==> src/bmu_pkg.sv <==
// Package for the bitmap 2x upscaler: register indexes, field widths,
// controller state type and the pixel doubling function.
// Depends on nothing; every other file of the block but bmu_res_if uses it.
`timescale 1ns / 1ps

package bmu_pkg;

  localparam int SRC_W        = 8;
  localparam int ROW_BYTES_W  = 5;
  localparam int IMAGE_ROWS_W = 9;
  localparam int ROW_INDEX_W  = 8;
  localparam int CFG_DATA_W   = 9;
  localparam int CFG_INDEX_W  = 1;

  localparam logic [CFG_INDEX_W-1:0] CFG_ROW_BYTES  = 1'd0;
  localparam logic [CFG_INDEX_W-1:0] CFG_IMAGE_ROWS = 1'd1;

  localparam logic [ROW_BYTES_W-1:0]  ROW_BYTES_RESET  = 5'd2;
  localparam logic [IMAGE_ROWS_W-1:0] IMAGE_ROWS_RESET = 9'd16;
  localparam logic [IMAGE_ROWS_W-1:0] IMAGE_ROWS_MAX   = 9'd256;

  typedef enum logic [4:0] {
    S_IDLE = 5'b00001,
    S_HI   = 5'b00010,
    S_LO   = 5'b00100,
    S_RHI  = 5'b01000,
    S_RLO  = 5'b10000
  } state_t;

  function automatic logic [7:0] double_nibble(input logic [3:0] n);
    logic [7:0] r;
    r = {n[3], n[3], n[2], n[2], n[1], n[1], n[0], n[0]};
    return r;
  endfunction

endpackage

==> src/bmu_src_if.sv <==
// Request channel that carries source bytes into the upscaler.
// Depends on bmu_pkg for the field width.
`timescale 1ns / 1ps

interface bmu_src_if;
  logic                       valid;
  logic                       ready;
  logic [bmu_pkg::SRC_W-1:0]  src_byte;

  modport source (output valid, output src_byte, input ready);
  modport sink (input valid, input src_byte, output ready);
endinterface

==> src/bmu_res_if.sv <==
// Request channel that carries upscaled result bytes out of the upscaler.
// Depends on nothing beyond its own fields.
`timescale 1ns / 1ps

interface bmu_res_if;
  logic       valid;
  logic       ready;
  logic [7:0] out_byte;
  logic       repeat_copy;
  logic       last_of_run;
  logic       image_done;

  modport source (output valid, output out_byte, output repeat_copy,
                  output last_of_run, output image_done, input ready);
  modport sink (input valid, input out_byte, input repeat_copy,
                input last_of_run, input image_done, output ready);
endinterface

==> src/bmu_line_store.sv <==
// Line store of the upscaler: one row of source bytes in a synchronous
// memory with one write port and one registered read port.
// Depends on bmu_pkg for the byte width.
`timescale 1ns / 1ps

module bmu_line_store #(
  parameter int DEPTH = 16,
  parameter int AW    = 4
) (
  input  logic                      clk,
  input  logic                      wr_en,
  input  logic [AW-1:0]             wr_addr,
  input  logic [bmu_pkg::SRC_W-1:0] wr_data,
  input  logic [AW-1:0]             rd_addr,
  output logic [bmu_pkg::SRC_W-1:0] rd_data
);

  logic [bmu_pkg::SRC_W-1:0] mem [DEPTH];

  always_ff @(posedge clk) begin
    if (wr_en) begin
      mem[wr_addr] <= wr_data;
    end
  end

  always_ff @(posedge clk) begin
    rd_data <= mem[rd_addr];
  end

endmodule

==> src/bitmap_2x_upscaler.sv <==
// Bitmap 2x upscaler top level: configuration registers, row and column
// counters, the controller and the output register. Uses bmu_pkg,
// bmu_src_if, bmu_res_if and bmu_line_store.
`timescale 1ns / 1ps

// The block doubles a one-bit-per-pixel bitmap in both directions. A source
// byte is taken only while the block is idle; its two result bytes follow at
// one per cycle while the output register is free. The last byte of a row is
// followed by the whole row again, read back from the line store, which adds
// two result bytes per source byte of the row, one per cycle while the output
// register is free. The single output register sets this pace, and a result
// that is not taken holds the block. The user must write configuration only
// while no request is in progress; the block itself does not enforce it.
module bitmap_2x_upscaler #(
  parameter int MAX_ROW_BYTES = 16
) (
  input  logic                            clk,
  input  logic                            rst,
  input  logic                            cfg_we,
  input  logic [bmu_pkg::CFG_INDEX_W-1:0] cfg_index,
  input  logic [bmu_pkg::CFG_DATA_W-1:0]  cfg_data,
  bmu_src_if.sink                         src,
  bmu_res_if.source                       res
);

  localparam int CW = (MAX_ROW_BYTES > 1) ? $clog2(MAX_ROW_BYTES) : 1;
  localparam logic [bmu_pkg::ROW_BYTES_W-1:0] MAX_RB = bmu_pkg::ROW_BYTES_W'(MAX_ROW_BYTES);

  logic [bmu_pkg::ROW_BYTES_W-1:0]  row_bytes;
  logic [bmu_pkg::IMAGE_ROWS_W-1:0] image_rows;
  logic [bmu_pkg::ROW_BYTES_W-1:0]  rb_eff;
  logic [bmu_pkg::IMAGE_ROWS_W-1:0] rows_eff;

  bmu_pkg::state_t state, state_next;
  logic [CW-1:0]                    col, col_next;
  logic [bmu_pkg::ROW_INDEX_W-1:0]  row, row_next;
  logic [CW-1:0]                    idx, idx_next;
  logic [bmu_pkg::SRC_W-1:0]        hold;
  logic                             end_row_q;
  logic                             end_img_q;
  logic                             end_row;
  logic                             end_img;
  logic                             fin;
  logic                             accept;
  logic                             free;
  logic [bmu_pkg::SRC_W-1:0]        rd_data;

  logic       ld;
  logic [7:0] ld_byte;
  logic       ld_rep;
  logic       ld_last;
  logic       ld_done;

  logic       res_valid;
  logic [7:0] res_byte;
  logic       res_rep;
  logic       res_last;
  logic       res_done;

  always_ff @(posedge clk) begin
    if (rst) begin
      row_bytes  <= bmu_pkg::ROW_BYTES_RESET;
      image_rows <= bmu_pkg::IMAGE_ROWS_RESET;
    end else if (cfg_we) begin
      case (cfg_index)
        bmu_pkg::CFG_ROW_BYTES: begin
          row_bytes <= cfg_data[bmu_pkg::ROW_BYTES_W-1:0];
        end
        bmu_pkg::CFG_IMAGE_ROWS: begin
          image_rows <= cfg_data;
        end
        default: begin
        end
      endcase
    end
  end

  always_comb begin
    if (row_bytes == '0) begin
      rb_eff = bmu_pkg::ROW_BYTES_W'(1);
    end else if (row_bytes > MAX_RB) begin
      rb_eff = MAX_RB;
    end else begin
      rb_eff = row_bytes;
    end
    if (image_rows == '0) begin
      rows_eff = bmu_pkg::IMAGE_ROWS_W'(1);
    end else if (image_rows > bmu_pkg::IMAGE_ROWS_MAX) begin
      rows_eff = bmu_pkg::IMAGE_ROWS_MAX;
    end else begin
      rows_eff = image_rows;
    end
  end

  assign end_row = bmu_pkg::ROW_BYTES_W'(col) >= (rb_eff - bmu_pkg::ROW_BYTES_W'(1));
  assign end_img = end_row &&
                   (bmu_pkg::IMAGE_ROWS_W'(row) >= (rows_eff - bmu_pkg::IMAGE_ROWS_W'(1)));
  assign fin     = bmu_pkg::ROW_BYTES_W'(idx) == (rb_eff - bmu_pkg::ROW_BYTES_W'(1));

  assign src.ready = (state == bmu_pkg::S_IDLE);
  assign accept    = src.valid && src.ready;
  assign free      = !res_valid || res.ready;

  bmu_line_store #(
    .DEPTH (MAX_ROW_BYTES),
    .AW    (CW)
  ) u_line_store (
    .clk     (clk),
    .wr_en   (accept),
    .wr_addr (col),
    .wr_data (src.src_byte),
    .rd_addr (idx_next),
    .rd_data (rd_data)
  );

  always_comb begin
    state_next = state;
    col_next   = col;
    row_next   = row;
    idx_next   = idx;
    ld         = 1'b0;
    ld_byte    = bmu_pkg::double_nibble(hold[7:4]);
    ld_rep     = 1'b0;
    ld_last    = 1'b0;
    ld_done    = 1'b0;
    case (state)
      bmu_pkg::S_IDLE: begin
        if (src.valid) begin
          state_next = bmu_pkg::S_HI;
        end
      end
      bmu_pkg::S_HI: begin
        if (free) begin
          ld         = 1'b1;
          state_next = bmu_pkg::S_LO;
        end
      end
      bmu_pkg::S_LO: begin
        ld_byte = bmu_pkg::double_nibble(hold[3:0]);
        ld_last = !end_row_q;
        if (free) begin
          ld = 1'b1;
          if (end_row_q) begin
            idx_next   = '0;
            state_next = bmu_pkg::S_RHI;
          end else begin
            col_next   = col + CW'(1);
            state_next = bmu_pkg::S_IDLE;
          end
        end
      end
      bmu_pkg::S_RHI: begin
        ld_byte = bmu_pkg::double_nibble(rd_data[7:4]);
        ld_rep  = 1'b1;
        if (free) begin
          ld         = 1'b1;
          state_next = bmu_pkg::S_RLO;
        end
      end
      bmu_pkg::S_RLO: begin
        ld_byte = bmu_pkg::double_nibble(rd_data[3:0]);
        ld_rep  = 1'b1;
        ld_last = fin;
        ld_done = fin && end_img_q;
        if (free) begin
          ld = 1'b1;
          if (fin) begin
            col_next   = '0;
            row_next   = end_img_q ? '0 : row + bmu_pkg::ROW_INDEX_W'(1);
            state_next = bmu_pkg::S_IDLE;
          end else begin
            idx_next   = idx + CW'(1);
            state_next = bmu_pkg::S_RHI;
          end
        end
      end
      default: begin
        state_next = bmu_pkg::S_IDLE;
      end
    endcase
  end

  always_ff @(posedge clk) begin
    if (rst) begin
      state     <= bmu_pkg::S_IDLE;
      col       <= '0;
      row       <= '0;
      idx       <= '0;
      res_valid <= 1'b0;
    end else begin
      state <= state_next;
      col   <= col_next;
      row   <= row_next;
      idx   <= idx_next;
      if (ld) begin
        res_valid <= 1'b1;
      end else if (res.ready) begin
        res_valid <= 1'b0;
      end
    end
  end

  always_ff @(posedge clk) begin
    if (accept) begin
      hold      <= src.src_byte;
      end_row_q <= end_row;
      end_img_q <= end_img;
    end
    if (ld) begin
      res_byte <= ld_byte;
      res_rep  <= ld_rep;
      res_last <= ld_last;
      res_done <= ld_done;
    end
  end

  assign res.valid       = res_valid;
  assign res.out_byte    = res_byte;
  assign res.repeat_copy = res_rep;
  assign res.last_of_run = res_last;
  assign res.image_done  = res_done;

endmodule

==> src/flat_wrapper.sv <==
// flat-port wrapper written by rule: the top's interface ports become plain ports
module bitmap_2x_upscaler_flat 
#(
  parameter int MAX_ROW_BYTES = 16
)
  (clk, rst, cfg_we, cfg_index, cfg_data, src_valid, src_src_byte, src_ready, res_valid, res_out_byte, res_repeat_copy, res_last_of_run, res_image_done, res_ready);
  bmu_src_if src_i ();
  bmu_res_if res_i ();
  input  logic clk;
  input  logic rst;
  input  logic cfg_we;
  input  logic [bmu_pkg::CFG_INDEX_W-1:0] cfg_index;
  input  logic [bmu_pkg::CFG_DATA_W-1:0] cfg_data;
  input wire logic [$bits(src_i.valid)-1:0] src_valid;
  input wire logic [$bits(src_i.src_byte)-1:0] src_src_byte;
  output wire logic [$bits(src_i.ready)-1:0] src_ready;
  output wire logic [$bits(res_i.valid)-1:0] res_valid;
  output wire logic [$bits(res_i.out_byte)-1:0] res_out_byte;
  output wire logic [$bits(res_i.repeat_copy)-1:0] res_repeat_copy;
  output wire logic [$bits(res_i.last_of_run)-1:0] res_last_of_run;
  output wire logic [$bits(res_i.image_done)-1:0] res_image_done;
  input wire logic [$bits(res_i.ready)-1:0] res_ready;
  assign src_i.valid = src_valid;
  assign src_i.src_byte = src_src_byte;
  assign src_ready = src_i.ready;
  assign res_valid = res_i.valid;
  assign res_out_byte = res_i.out_byte;
  assign res_repeat_copy = res_i.repeat_copy;
  assign res_last_of_run = res_i.last_of_run;
  assign res_image_done = res_i.image_done;
  assign res_i.ready = res_ready;
  bitmap_2x_upscaler #(.MAX_ROW_BYTES(MAX_ROW_BYTES)) u_core (.clk(clk), .rst(rst), .cfg_we(cfg_we), .cfg_index(cfg_index), .cfg_data(cfg_data), .src(src_i), .res(res_i));
endmodule
==> config.mk <==
export PLATFORM = sky130hd
export DESIGN_NAME = bitmap_2x_upscaler_flat
export DESIGN_NICKNAME = d
export VERILOG_FILES = /design/src/bmu_pkg.sv /design/src/bmu_src_if.sv /design/src/bmu_res_if.sv /design/src/bmu_line_store.sv /design/src/bitmap_2x_upscaler.sv /design/src/flat_wrapper.sv
export SDC_FILE = /design/constraint.sdc
export NUM_CORES = 1
export LEC_CHECK = 0
export BUFFER_PORTS_ARGS = -buffer_cell sky130_fd_sc_hd__buf_2
export CAP_MARGIN = 20
export CORE_MARGIN = 2
export CORE_UTILIZATION = 35
export DETAILED_ROUTE_END_ITERATION = 16
export PLACE_DENSITY_LB_ADDON = 0.25
export SYNTH_ARGS = -nofsm -noshare
export SYNTH_HDL_FRONTEND = slang
export SYNTH_HIERARCHICAL = 1
export SYNTH_SLANG_ARGS = --single-unit
==> constraint.sdc <==
create_clock -name clk -period 7.6 [get_ports clk]
set_clock_uncertainty 0.2 [all_clocks]
set_input_delay 0.76 -clock clk [delete_from_list [all_inputs] [get_ports clk]]
set_output_delay 0.76 -clock clk [all_outputs]
set_load 0.01 [all_outputs]
==> flow_summary.ini, run 1 <==
[worst_setup_path]
cp.required_ns = 7.72
cp-endpoint = u_core/u_line_store/rd_data[0]
cp-start-kind = flop
r2r_slack_ns = 3.15
cp.arrival_ns = 4.57
criticalPathCategory = flop to flop
r2r_start = u_core/row_bytes[4]
timing.rr.end = u_core/u_line_store/rd_data[0]
r2r_cells = 13
worst-path-max-fanout = 32
end_kind = flop
cp-startpoint = u_core/row_bytes[4]

[synthesis]
synth-edff-count = 145
netlist_area_um2 = 8170
yosys.area.top_type = edfxtp_1
syn-instance-count = 566
yosys_warnings = 6
synth_top_flop_cell = edfxtp_1
synth.most_common_cell = edfxtp_1
synth_top_area_share_pct = 53.3
synthTopCellsByCount = edfxtp_1 (145), nand2_1 (56), dfxtp_1 (44), nor2_1 (34), a21oi_1 (28)
synthTopCellsByArea = edfxtp_1 (53%), dfxtp_1 (11%), mux4_2 (5.0%)
avgSynthCellArea_um2 = 14.4
synth_fp_nets = 606
ys_seq_area_share_pct = 64.1
yosysUniqueCellTypes = 65
synth_seq_cells = 189
async_reset_ff_share_pct = 0

[floorplanning]
die_area_um2 = 24600
initial_core_util_pct = 35.9
rows = 55
io_pins = 36
die_w_um = 157
coreArea_um2 = 22800
fp.dieH_um = 157

[sta]
rsz0062_at_grt = false
post-route-period-util_pct = 58.6
drv_slew = 0
fin_setup_tns_ns = 0
finalHoldViolCount = 0
max_clock_freq_ghz = 0.225
setup_viol = 0
tightestPinTransition_ns = 0.966
fin_crit_ns = 4.45
maxSlewHeadroom_pct = 35.4

[clock_network]
clk_latency_ns = 0.43
hold_buffers = 0
post_cts_buffers = 0
numCtsBuffers = 17
cts_max_path_buffers = 2
clock-sinks = 189
cts_resized = 0
cts_tree = built
cts-root-buf = clkbuf_16
clk_pin_slew_ns = 0.08
cts_max_level = 4

[finish]
area_growth_pct = 13.2
design_area_um2 = 9250
layout-drive-gt1-share_pct = 16.8
fin_nets = 635
n_antenna_cell = 0

[pwr]
seq_power_share_pct = 52.3
p_per_area_nw_per_um2 = 236
ir_drop_mv = 0.153
pwr-share-clk_pct = 42.9
p_leak_nw = 3.13
power_switching_w = 0.000545
p_int_w = 0.00164
p_comb_share_pct = 4.8
swShare_pct = 25.0

[routing]
dr_total_vias = 4811
wl_per_cell_um = 18.1
drtIter0Drc = 418
drc = 0
drt_first_pass_iters = 5
vias_per_cell = 5.22
route.final.wire_length_um = 16700
ant_nets = 0

[placement]
gp_congestion = 0.784
dpl_cell_area_um2 = 8590
dpl.hpwl_um = 11300
port_buffers = 35

[global_route]
gr-total-overflow = 0
antenna_found_initial = 1
grt_pass1_vias = 4590
grt_usage_pct = 14.2
grt_pass1_wl_um = 25800
grt_max_degree = 43

[job]
cap_violations = 0

[min_path]
hp-class = flop to flop
hp-start = u_core/image_rows[7]

[run_status]
outcome = finished clean
-- worst min-delay path by stage --
stage	depth (start not counted)	end	slack (ns)
6_report	2	u_core/image_rows[7]	0.29
5_1_grt	2	u_core/image_rows[7]	0.31
4_1_cts	2	u_core/image_rows[7]	0.29
3_5_place_dp	2	u_core/image_rows[7]	0.27
3_3_place_gp	2	u_core/image_rows[7]	0.27
2_1_floorplan	2	u_core/image_rows[7]	0.24
-- per-stage QoR --
stage	util, %	hold slack [ns]	std cells	worst slack, ns	total power (W)
4_1_cts	40.6	0.285	921	3.14	0.00222
5_1_grt	40.6	0.310	921	2.98	0.00227
3_5_place_dp	37.7	0.273	889	3.16	0.00127
6_report	40.6	0.286	921	3.15	0.00219
3_3_place_gp	37.7	0.268	889	3.26	0.00127
2_1_floorplan	-	0.245	566	3.84	0.00123
-- registers in the layout (all words and copies together), names as in the netlist --
| name | count |
|---|---|
| u_core/col | 4 |
| u_core/end_img_q | 1 |
| u_core/end_row_q | 1 |
| u_core/hold | 8 |
| u_core/idx | 4 |
| u_core/image_rows | 9 |
| u_core/res.image_done | 1 |
| u_core/res.last_of_run | 1 |
| u_core/res.out_byte | 4 |
| u_core/res.repeat_copy | 1 |
| u_core/res.valid | 1 |
| u_core/row | 8 |
| u_core/row_bytes | 5 |
| u_core/state | 5 |
| u_core/u_line_store/mem | 128 |
| u_core/u_line_store/rd_data | 8 |
-- cell usage in the layout, fill, tap and decap left out, types with 5 or more instances in the layout --
cell type,count
dfxtp_1,44
inv_1,13
a21o_1,5
nor2_1,33
mux4_1,14
nand3b_1,7
a21oi_1,28
clkinv_8,5
xnor2_1,6
inv_12,6
o21ai_0,13
mux4_2,18
buf_4,5
nand3_1,10
edfxtp_1,145
clkbuf_16,17
nand2b_1,8
nor2b_1,6
buf_2,35
nor3_1,15
a31oi_1,8
ha_1,17
nand2_1,56
a22oi_1,16
-- final cells by class --
type	instances	area [um^2]
flip-flops and latches	189	5240
clock inverters	15	228
clock buffers	17	425
multi-input cells	334	2710
repair buffers	40	213
inverters	13	48.8
fillers	2076	13500
well taps	313	392
-- power groups by stage --
stage	Combinational (W)	Clock, W	Sequential (W)
finish	0.000104	0.000938	0.00114
global route	0.000118	0.00101	0.00115
CTS	0.000106	0.000967	0.00114
detailed placement	0.000106	0	0.00117
global placement	0.000101	0	0.00117
floorplan	0.0000717	0	0.00116
-- critical path, cell delays in order (launching register included) --
cell and delay [ns]:
dfxtp_1 0.39, or4_4 0.57, and2_1 0.17, ha_1 0.26, xor2_1 0.17, xnor2_1 0.13
and3_2 0.25, a211oi_1 0.38, nor2_1 0.15, nor2_4 0.12, buf_4 0.52, mux4_1 0.64
a22oi_1 0.29, nand2_1 0.09
-- routing by layer --
metal / track usage, % / vias up / wire (um)
met2: 23.0 / 115 / 8140
met4: 4.94 / 2 / 308
met1: 18.5 / 2409 / 7530
li1: - / 2263 / -
met5: 0 / - / 13
met3: 3.57 / 22 / 701
-- cell families after synthesis --
| group | Yosys count | share of synthesized area [%] |
|---|---|---|
| fa+ha+maj | 17 | 2.60 |
| compound gates | 98 | 8.13 |
| xor+xnor | 9 | 0.965 |
| simple gates | 174 | 11.3 |
| mux | 36 | 9.96 |
| flops | 189 | 64.1 |
| buf+inv | 43 | 2.96 |
Power figures use the tool's default switching activity.
==> inputs of run 2 (changes only) <==
==> constraint.sdc (replaced) <==
create_clock -name clk -period 4.16 [get_ports clk]
set_clock_uncertainty 0.2 [all_clocks]
set_input_delay 0.416 -clock clk [delete_from_list [all_inputs] [get_ports clk]]
set_output_delay 0.416 -clock clk [all_outputs]
set_load 0.01 [all_outputs]
==> flow_summary.ini, run 2 (synthesized netlist as in run 1, its figures left out) <==
[floorplanning]
fp.dieH_um = 157
initial_core_util_pct = 35.9
rows = 55
die_area_um2 = 24600
coreArea_um2 = 22800
io_pins = 36
die_w_um = 157

[finish]
fin_nets = 646
final_core_util_pct = 41.2
multi_input_area_um2 = 2730
num-fill-cells = 2059
largest_reg_flops = 128
fin_cells = 932
reg_top3 = u_core/u_line_store/mem: 128 flops, u_core/image_rows: 9 flops
area_growth_pct = 14.8
design_area_um2 = 9380
regMostFlops = u_core/u_line_store/mem
n_antenna_cell = 0
layout-drive-gt1-share_pct = 19.1
mostFrequentLayoutCell = edfxtp_1
regArea_um2 = 5240
layout_common_cells = edfxtp_1 (145), nand2_1 (56), dfxtp_1 (43)

[sta]
holdWs_ns = 0.0290
max_clock_freq_ghz = 0.250
fin_crit_ns = 4.00
post-route-period-util_pct = 96.2
maxSlewHeadroom_pct = 24.9
tightestPinTransition_ns = 1.12
finalHoldViolCount = 0
setup_viol = 0
drv_slew = 0

[routing]
drc = 0
drt_first_pass_iters = 5
dr_total_vias = 4998
drtIter0Drc = 338
route.final.wire_length_um = 17800
ant_nets = 0
wl_per_cell_um = 19.1
vias_per_cell = 5.36

[placement]
port_buffers = 35
dpl_cell_area_um2 = 8670
gp_congestion = 0.787
dpl.hpwl_um = 11600
place_inst = 896

[worst_setup_path]
cp.arrival_ns = 4.11
slowest_stage = or4_4
worst-path-max-fanout = 9
max_stage_delay_ns = 0.55
criticalPathCategory = flop to flop
end_kind = flop
cp.buffers_inverters = 2
worstPathCellList = or4_4 > and2_1 > ha_1 > xor2_1 > xnor2_1 > and3_4 > a21oi_2 > o211a_1 > nor2_4 > buf_12 > buf_8 > mux4_2 > a22oi_2 > nand2_1
cpLargestDelayFamily = simple AND/OR/NAND/NOR gates
cp-start-kind = flop
cp.required_ns = 4.27

[global_route]
gr-total-overflow = 0
grt_usage_pct = 14.7
grt_max_degree = 43
grt_pass1_vias = 4771
antenna_found_initial = 1
grt_pass1_wl_um = 27000

[pwr]
p_per_area_nw_per_um2 = 417
ir_drop_mv = 0.249
p_leak_nw = 3.18

[clock_network]
clk_latency_ns = 0.43
cts_max_level = 4
numCtsBuffers = 17
cts_max_path_buffers = 2
clk_pin_slew_ns = 0.08
clock-sinks = 189
cts-root-buf = clkbuf_16
hold_buffers = 0
cts_tree = built

[job]
cap_violations = 0

[min_path]
hp-class = primary input to flop

[run_status]
outcome = finished clean
==> run 2: cell count changes in the layout (fill, tap and decap cells not counted), sizes merged <==
cell / delta
clkinvlp: +1
clkinv: +1
inv: -4
buf: +10
clkbuf: +3
==> run 2: final timing paths <==
check,cells past startpoint,slack [ns],end,start
worst max register to register,14,0.16,u_core/u_line_store/rd_data[7],u_core/row_bytes[4]
worst min register to register,2,0.28,u_core/image_rows[7],u_core/image_rows[7]
worst max-delay path,14,0.16,u_core/u_line_store/rd_data[7],u_core/row_bytes[4]
worst min-delay path,3,0.03,u_core/image_rows[7],cfg_data[7]
==> run 2: through the flow <==
step / setup slack [ns] / power [W] / setup TNS (ns)
final: 0.157 / 0.00391 / 0
after CTS: 0.0623 / 0.00395 / 0
after global placement: 0.115 / 0.00232 / 0
after global routing: -0.0123 / 0.00405 / -0.0233
after detailed placement: 0.0249 / 0.00233 / 0
after floorplan: 0.405 / 0.00225 / 0
==> run 2: report_power, final <==
part,switching (W),internal [W],leakage (nW)
Sequential,0.0000249,0.00206,1.67
Clock,0.000790,0.000832,0.293
Combinational,0.000120,0.0000817,1.22
Total,0.000934,0.00298,3.18
==> run 2: worst reg2reg max path, delay by kind of cell, from the launching register on <==
kind                       cells  cell delay, ns
DFF                            1            0.36
adders and majority gates      1            0.25
xor gates and xnor gates       2            0.34
AOI/OAI and AO/OA              3            0.65
muxes                          1            0.52
and+or+nand+nor                5            1.25
buffers and inverters          2            0.32
==> run 2: final cells by class <==
class,instances,share of cell area [%]
clock buffer,19,4.72
clock inverter,13,1.79
inverter,13,0.520
multi-input combinational,334,29.1
sequential,189,55.8
tap,313,4.17
timing repair buffer,51,3.85
==> run 2: per-layer routing <==
metal,global-route usage (%),part of all wire [%],up-vias
li1,-,-,2293
met1,19.0,44,2547
met2,24.4,50,131
met3,3.43,4.6,25
met4,4.67,1.6,2
met5,0,0.039,-
==> run 2: timing repair <==
item | 4_1_cts | 5_1_grt
setup endpoints to repair | 1 | 8
gates resized for setup | 1 | 9
gates cloned | 0 | 1
setup buffers | 0 | 3
pin swaps | 0 | 3
